**config.mk**
```make
export PLATFORM = sky130hd
export DESIGN_NAME = iolh_ram
export DESIGN_NICKNAME = d
export VERILOG_FILES = /design/src/hw/rtl/iolh_ram.sv
export SDC_FILE = /design/constraint.sdc
export NUM_CORES = 1
export LEC_CHECK = 0
export BUFFER_PORTS_ARGS = -buffer_cell sky130_fd_sc_hd__buf_2
export CORE_MARGIN = 10
export CORE_UTILIZATION = 25
export CTS_BUF_LIST = sky130_fd_sc_hd__clkbuf_16
export CTS_CLUSTER_DIAMETER = 150
export CTS_CLUSTER_SIZE = 25
export DETAILED_ROUTE_END_ITERATION = 10
export GPL_TIMING_DRIVEN = 0
export HOLD_SLACK_MARGIN = 0.03
export PLACE_DENSITY = 0.45
export SKIP_CTS_REPAIR_TIMING = 1
export SLEW_MARGIN = 20
export SYNTH_ARGS = -nofsm -noshare
export SYNTH_HDL_FRONTEND = slang
export SYNTH_SLANG_ARGS = --single-unit
export TNS_END_PERCENT = 50
```
**constraint.sdc**
```tcl
create_clock -name clk -period 1.2 [get_ports clk]
set_input_delay 0.18 -clock clk [delete_from_list [all_inputs] [get_ports clk]]
set_output_delay 0.18 -clock clk [all_outputs]
set_load 0.005 [all_outputs]
```
**src/hw/rtl/iolh_ram.sv**
```systemverilog
// iolh_ram: generic single-write, single-read RAM with registered read data.
// No dependencies.
module iolh_ram #(
  parameter int WIDTH = 8,
  parameter int DEPTH = 2
) (
  input  logic                                       clk,
  input  logic                                       we,
  input  logic [((DEPTH > 1) ? $clog2(DEPTH) : 1)-1:0] waddr,
  input  logic [WIDTH-1:0]                           wdata,
  input  logic [((DEPTH > 1) ? $clog2(DEPTH) : 1)-1:0] raddr,
  output logic [WIDTH-1:0]                           rdata
);

  logic [WIDTH-1:0] mem [DEPTH];

  // Write port and registered read port
  always_ff @(posedge clk) begin
    if (we) begin
      mem[waddr] <= wdata;
    end
    rdata <= mem[raddr];
  end

endmodule

```
==> summary.txt, run 1 <==
Timing
  • Accumulated negative setup slack: 0 ns
  • Max-slew violation total from the final report: 0
  • RSZ-0062 raised after global routing: false
  • Final critical-path share of the clock period: ~80%
  • Final setup vio count: 0
  • Pin slew with the least headroom to its limit: about 0.73 ns
  • Clock period minus worst slack: about 0.97 ns
  • Normalized max-slew margin: 51.0%
  • Smallest hold slack: ~0.12 ns
  • Upper clock frequency limit: approximately 1.0 GHz
  • Number of hold-slack violations in the final timing report: 0
  • Worst Skew: roughly 0.00045 ns

Global route
  • Global-route usage over all layers: 4.10%
  • Vias in the first global route: roughly 390
  • Maximum number of pins on one net before global-route repair: 14
  • Number of antenna violations at the first check in global routing: 0
  • Residual overflow from global routing: 0
  • First-pass GRT wire length: ~1800 um

Detailed routing
  • Initial DRC Count: 11
  • Vias post-DR: 353
  • Routed wire per std cell: 11.2 um
  • Per-cell via count in the routed design: approximately 3.5
  • DR pass1 iterations: 2
  • DRT Wirelength: between 1000 and 1500 um
  • Number of remaining DRC errors: 0
  • Number of antenna-violating nets in the routed design: 0

Floorplan
  • Die area: between 5000 and 6000 sq um
  • Die Wd: 76.0 um
  • Floorplan Core Area: 3030 sq um
  • I/O pins: 20
  • Initial Util: 25.9%
  • Std-Cell Rows: 20
  • Chip Height: approximately 76 um

Setup path
  • Crit path buffers/inverters: 1
  • Critical Path Max Stage Delay: 0.57 ns
  • Maximum fanout along the worst path: 8
  • Kind of cell adding the most delay to the critical path: simple AND/OR/NAND/NOR gates
  • Crit path cell chain: buf_2 -> nor2b_1
  • Cell type of the slowest stage on the worst timing path: sky130_fd_sc_hd__nor2b_1
  • Data required time at the worst endpoint: around 1.1 ns
  • Category of the worst setup path capture point: flip-flop
  • Arrival time at the worst endpoint: around 0.85 ns
  • WS Path Type: primary input to flip-flop
  • Worst Setup Start Kind: primary input

Synth
  • Syn Inst Count: 35
  • Post-Synthesis Cell Area: roughly 800 sq um
  • Post-synthesis compound-gate area fraction: 0%
  • Library cells used by synthesis: 6
  • Register bit count reported by yosys: 24
  • Share of cell area taken by muxes after synthesis: ~15%
  • Area share of xor/xnor cells in the synthesized design: 0%
  • Share of the yosys chip area belonging to registers: about four fifths
  • EDFF count, synth: 16
  • Dominant cell by count in the synthesized netlist: sky130_fd_sc_hd__edfxtp_1
  • Total nets after synthesis: 47
  • Share of synthesized cell area in full adder, half adder and majority cells: 0%
  • Biggest area contributors in the synthesized netlist: sky130_fd_sc_hd__edfxtp_1 61%, sky130_fd_sc_hd__dfxtp_1 20%, sky130_fd_sc_hd__mux2_4 15%
  • Most used standard cells in the synthesized netlist: 16 x sky130_fd_sc_hd__edfxtp_1, 8 x sky130_fd_sc_hd__dfxtp_1, 8 x sky130_fd_sc_hd__mux2_4
  • Syn Area/Cell: roughly 22 sq um
  • Share of flip-flops with an asynchronous set or reset after synthesis: 0%
  • Yosys top cell area share: roughly three fifths
  • Area fraction in and, or, nand and nor cells after synthesis: approximately 1.6%
  • Total number of yosys warnings: 0
  • Combinational family with the most area after synthesis: multiplexers
  • Library cell occupying the most area in the post-synthesis netlist: sky130_fd_sc_hd__edfxtp_1
  • Most used DFF post-synth: sky130_fd_sc_hd__edfxtp_1

Clocking
  • Number of H-tree branching levels: 1
  • Clk sink count: 24
  • Clock tree buffer depth: 2
  • Insertion delay of the later-clocked pin in the worst-skew pair: between 0.2 and 0.3 ns
  • Reg clk slew, reported paths: 0.06 ns
  • TritonCTS buffer count: 3
  • CTS tree: done
  • Cell at the root of the clock tree: sky130_fd_sc_hd__clkbuf_16

Cells and area
  • Number of nets in the finished design: 70
  • Cell Count, Final, Fillers Out: slightly above 100
  • Area grow syn2layout: 28.5%
  • Post-layout utilization of the core: around 33%
  • Layout cells sized above 1: about 53%
  • Non-Filler Cell Area, Final: 1010 sq um
  • Inserted Diodes: 0

Status
  • Run status: complete, no violations

Power
  • Pwr dens: 1750 nW/um^2
  • VDD IR max: between 0.8 and 0.9 mV
  • Lkg Pwr: about 0.40 nW

Job
  • Total of max-cap violations: 0

Place
  • Number of buffers added on ports: 18
  • Cell area after placement: 930 sq um
  • Placer's final routability congestion estimate: around 0.6
  • Dpl cells: 97

Worst hold path
  • Class of the worst hold path: primary input to flip-flop
area by class of cell:
| cell class | count | area, sq um |
|---|---|---|
| Tap cell | 44 | 55.1 |
| Clock buffer | 3 | 75.1 |
| Sequential cell | 24 | 641 |
| Timing Repair Buffer | 18 | 90.1 |
| Multi-Input combinational cell | 10 | 133 |
| Clock inverter | 1 | 3.75 |
| Fill cell | 298 | 2020 |
| Buffer | 1 | 11.3 |
per-stage QoR:
| stage | setup slack (ns) | power [W] |
|---|---|---|
| after CTS | 0.196 | 0.00180 |
| after global routing | 0.176 | 0.00185 |
| after global placement | -0.0783 | 0.00109 |
| after floorplan | 0.227 | 0.00104 |
| final | 0.230 | 0.00176 |
| after detailed placement | -0.0672 | 0.00109 |
placed cells by master (no fill, tap or decap):
cell                        instances
sky130_fd_sc_hd__mux2_4             8
sky130_fd_sc_hd__dfxtp_1            8
sky130_fd_sc_hd__edfxtp_1          16
sky130_fd_sc_hd__buf_6              1
sky130_fd_sc_hd__clkinv_1           1
sky130_fd_sc_hd__and2_1             1
sky130_fd_sc_hd__clkbuf_16          3
sky130_fd_sc_hd__buf_2             18
sky130_fd_sc_hd__nor2b_1            1
power breakdown:
group / internal [W] / total, W / switching (W)
logic: 0.0000678 / 0.000111 / 0.0000434
registers: 0.000948 / 0.000961 / 0.0000125
clock network: 0.000444 / 0.000691 / 0.000247
total: 0.00146 / 0.00176 / 0.000303
kinds of logic after synthesis:
kind of cell           after synthesis
DFF                                 24
and+or+nand+nor                      2
muxes                                8
buffers and inverters                1
layer usage:
| metal | global-route usage [%] | wire [um] |
|---|---|---|
| met4 | 1.70 | 8 |
| met3 | 2.83 | 101 |
| met2 | 6.97 | 636 |
| met1 | 3.71 | 388 |
| met5 | 0 | 0 |
registers in the layout, summed over array words and instances (netlist names):
name,flops
mem,16
rdata,8
worst paths after layout:
path / slack (ns) / end / start / depth (start not counted)
setup / recovery: 0.23 / mem[0][1] / waddr / 2
setup reg to reg: 0.46 / rdata[1] / mem[0][1] / 1
hold reg to reg: 0.47 / rdata[5] / mem[1][5] / 1
hold / removal: 0.12 / mem[1][0] / wdata[0] / 1
Note: power is estimated with default switching activity, not from simulation.
==> inputs of run 2 (changes only) <==
--- a/config.mk
+++ b/config.mk
@@ -14,7 +14,7 @@
 export DETAILED_ROUTE_END_ITERATION = 10
 export GPL_TIMING_DRIVEN = 0
 export HOLD_SLACK_MARGIN = 0.03
-export PLACE_DENSITY = 0.45
+export PLACE_DENSITY = 0.46
 export SKIP_CTS_REPAIR_TIMING = 1
 export SLEW_MARGIN = 20
 export SYNTH_ARGS = -nofsm -noshare
==> constraint.sdc (replaced) <==
create_clock -name clk -period 0.8 [get_ports clk]
set_input_delay 0.12 -clock clk [delete_from_list [all_inputs] [get_ports clk]]
set_output_delay 0.12 -clock clk [all_outputs]
set_load 0.005 [all_outputs]
==> run 2 against run 1 <==
  * Sequential share of layout area is 0.50 points lower
  * First-iteration DRC count is 27% lower
  * Worst hold slack worse by 0.062 ns
  * Combinational power is 56% higher
  * Via count is 1.4% higher
  * Clock skew is 0.0012 ns higher
  * Non-clock buffer count stayed put
  * Wire length hardly changed
  * Utilization is 0.33 points higher
==> summary.txt, run 2 (same netlist as run 1, synthesis figures left out) <==
Status
  • Run status: complete, no violations

Cells and area
  • Layout cells sized above 1: 56.1% (+3.5 points)
  • Most used cells in the layout excluding fill and tap cells: 17 x sky130_fd_sc_hd__buf_2, 16 x sky130_fd_sc_hd__edfxtp_1, 8 x sky130_fd_sc_hd__mux2_4
  • Register with the most flip-flops: mem
  • Max reg flops: 16 (unchanged)
  • Inserted Diodes: 0 (unchanged)
  • Area grow syn2layout: 29.8%
  • Non-Filler Cell Area, Final: 1020 sq um (+0.99%)
  • Cell Count, Final, Fillers Out: 101 (unchanged)
  • Most common cell after layout, fill and taps aside: sky130_fd_sc_hd__buf_2
  • Number of nets in the finished design: 70 (unchanged)
  • Biggest registers after layout: mem x16, rdata x8

Timing
  • Final setup vio count: 0 (unchanged)
  • Max-slew violation total from the final report: 0 (unchanged)
  • Smallest hold slack: 0.0535 ns (-0.0624 ns)
  • Pin slew with the least headroom to its limit: 0.426 ns (-0.308 ns)
  • Accumulated negative setup slack: 0 ns (unchanged)
  • Final critical-path share of the clock period: 98.5%
  • Upper clock frequency limit: roughly 1.3 GHz
  • Clock period minus worst slack: just under 0.8 ns
  • Worst Skew: 0.00165 ns (+0.00120 ns)
  • Number of hold-slack violations in the final timing report: 0 (unchanged)
  • Normalized max-slew margin: 71.4% (+20 points)
  • RSZ-0062 raised after global routing: true

Clocking
  • Reg clk slew, reported paths: 0.06 ns (about the same)
  • Clk sink count: 24 (unchanged)
  • Insertion delay of the later-clocked pin in the worst-skew pair: 0.25 ns (about the same)
  • Cell at the root of the clock tree: sky130_fd_sc_hd__clkbuf_16
  • TritonCTS buffer count: 3 (unchanged)
  • CTS tree: done
  • Clock tree buffer depth: 2 (unchanged)
  • Number of H-tree branching levels: 1 (unchanged)

Detailed routing
  • Routed wire per std cell: 11.2 um (about the same)
  • Met1 WL: 384 um (-1.0%)
  • Number of antenna-violating nets in the routed design: 0 (unchanged)
  • Vias post-DR: 358 (+1.4%)
  • Per-cell via count in the routed design: 3.54 (+1.4%)
  • Initial DRC Count: 8 (-3)
  • Top sig layer: met4
  • Number of remaining DRC errors: 0 (unchanged)
  • DR pass1 iterations: 3 (+1)
  • Met3 WL post-DR: 76 um (-25%)
  • Routed met2 length: 664 um (+4.4%)
  • DRT Wirelength: 1130 um (about the same)

Floorplan
  • Die area: 5780 sq um (unchanged)
  • Die Wd: 76.0 um (unchanged)
  • Initial Util: 25.9% (unchanged)
  • Std-Cell Rows: 20 (unchanged)
  • Chip Height: 76.0 um (unchanged)
  • I/O pins: 20 (unchanged)
  • Floorplan Core Area: 3030 sq um (unchanged)

Worst hold path
  • Class of the worst hold path: primary input to flip-flop
  • Worst hold start: wdata[0]
  • Worst hold path depth: 1 (unchanged)
  • Worst-case hold path end point: mem[0][0]

Power
  • Share of total power in the clock network: 39.2% (about the same)
  • Lkg Pwr: 0.407 nW (+0.78%)
  • Switching component of the power: 0.000463 W (+53%)
  • Pwr dens: 2610 nW/um^2 (+49%)
  • Power consumption: 0.00266 W (+51%)
  • Sw Share: 17.4% (+0.23 points)
  • Proportion of power drawn by combinational gates: 6.5% (+0.2 points)
  • Cell-internal power: 0.00220 W (+50%)
  • Relative contribution of sequential cells to total power: 54.2% (-0.3 points)
  • VDD IR max: 1.33 mV (+49%)

Setup path
  • Critical Path Max Stage Delay: 0.31 ns (-0.26 ns)
  • Kind of cell adding the most delay to the critical path: flip-flops
  • Worst reg2reg path startpoint: mem[0][0]
  • Category of the worst setup path capture point: output pin
  • Arrival time at the worst endpoint: 0.67 ns (-0.18 ns)
  • Cell type of the slowest stage on the worst timing path: sky130_fd_sc_hd__dfxtp_2
  • Worst R2R End: rdata[0]
  • Crit path buffers/inverters: 1 (unchanged)
  • Crit path cell chain: buf_6
  • Worst reg2reg path depth: 1 (unchanged)
  • Data required time at the worst endpoint: 0.68 ns (-0.40 ns)
  • WS Path Type: flip-flop to output pin
  • Worst Setup Start Kind: flip-flop
  • Maximum fanout along the worst path: 1 (-7)
  • Internal reg-to-reg setup slack: 0.06 ns (-0.40 ns)

Global route
  • Residual overflow from global routing: 0 (unchanged)
  • Vias in the first global route: 439 (+13%)
  • Global-route usage over all layers: 4.30% (+0.20 points)
  • Maximum number of pins on one net before global-route repair: 14 (unchanged)
  • First-pass GRT wire length: 1930 um (+6.9%)
  • Number of antenna violations at the first check in global routing: 0 (unchanged)

Place
  • Placer's final routability congestion estimate: 0.606 (-0.69%)
  • HPWL Detailed: ~860 um
  • Cell area after placement: 932 sq um (+0.27%)
  • Dpl cells: 97 (unchanged)
  • Number of buffers added on ports: 18 (unchanged)

Job
  • Total of max-cap violations: 0 (unchanged)
-- run 2: cell counts in the layout (fill, tap and decap cells not counted) --
Identical to the previous run, type by type.
-- run 2: final cells by class --
cell class	count	area, sq um
fillers	292	2010
flip-flops and latches	24	642
multi-input cells	10	135
repair buffers	18	96.3
clock buffers	3	75.1
well taps	44	55.1
plain buffers	1	11.3
clock inverters	1	3.75
-- run 2: per-layer routing --
| layer | up-vias | track usage, % |
|---|---|---|
| met1 | 170 | 3.17 |
| li1 | 172 | - |
| met4 | 0 | 1.70 |
| met3 | 2 | 2.71 |
| met2 | 14 | 8.42 |
| met5 | - | 0 |
-- run 2: through the flow --
stage | utilization [%] | setup slack [ns]
finish | 33.6 | 0.0116
floorplan | - | 0.0567
global route | 33.6 | -0.0196
CTS | 33.4 | 0.00798
detailed placement | 30.8 | -0.175
global placement | 30.8 | -0.173
-- run 2: worst max path at each step --
| stage | startpoint | endpoint | slack [ns] | cells past startpoint |
|---|---|---|---|---|
| global placement | waddr | mem[0][3] | -0.17 | 2 |
| CTS | rdata[5] | rdata[5] | 0.008 | 1 |
| finish | rdata[7] | rdata[7] | 0.01 | 1 |
| detailed placement | waddr | mem[0][3] | -0.18 | 2 |
| floorplan | we | mem[0][0] | 0.06 | 1 |
| global route | rdata[7] | rdata[7] | -0.02 | 1 |
-- run 2: power by group through the flow --
stage | Clock, W | Sequential [W] | Combinational, W
detailed placement | 0 | 0.00147 | 0.000175
global placement | 0 | 0.00147 | 0.000172
finish | 0.00104 | 0.00144 | 0.000173
global route | 0.00114 | 0.00145 | 0.000190
floorplan | 0 | 0.00147 | 0.0000862
CTS | 0.00108 | 0.00144 | 0.000175
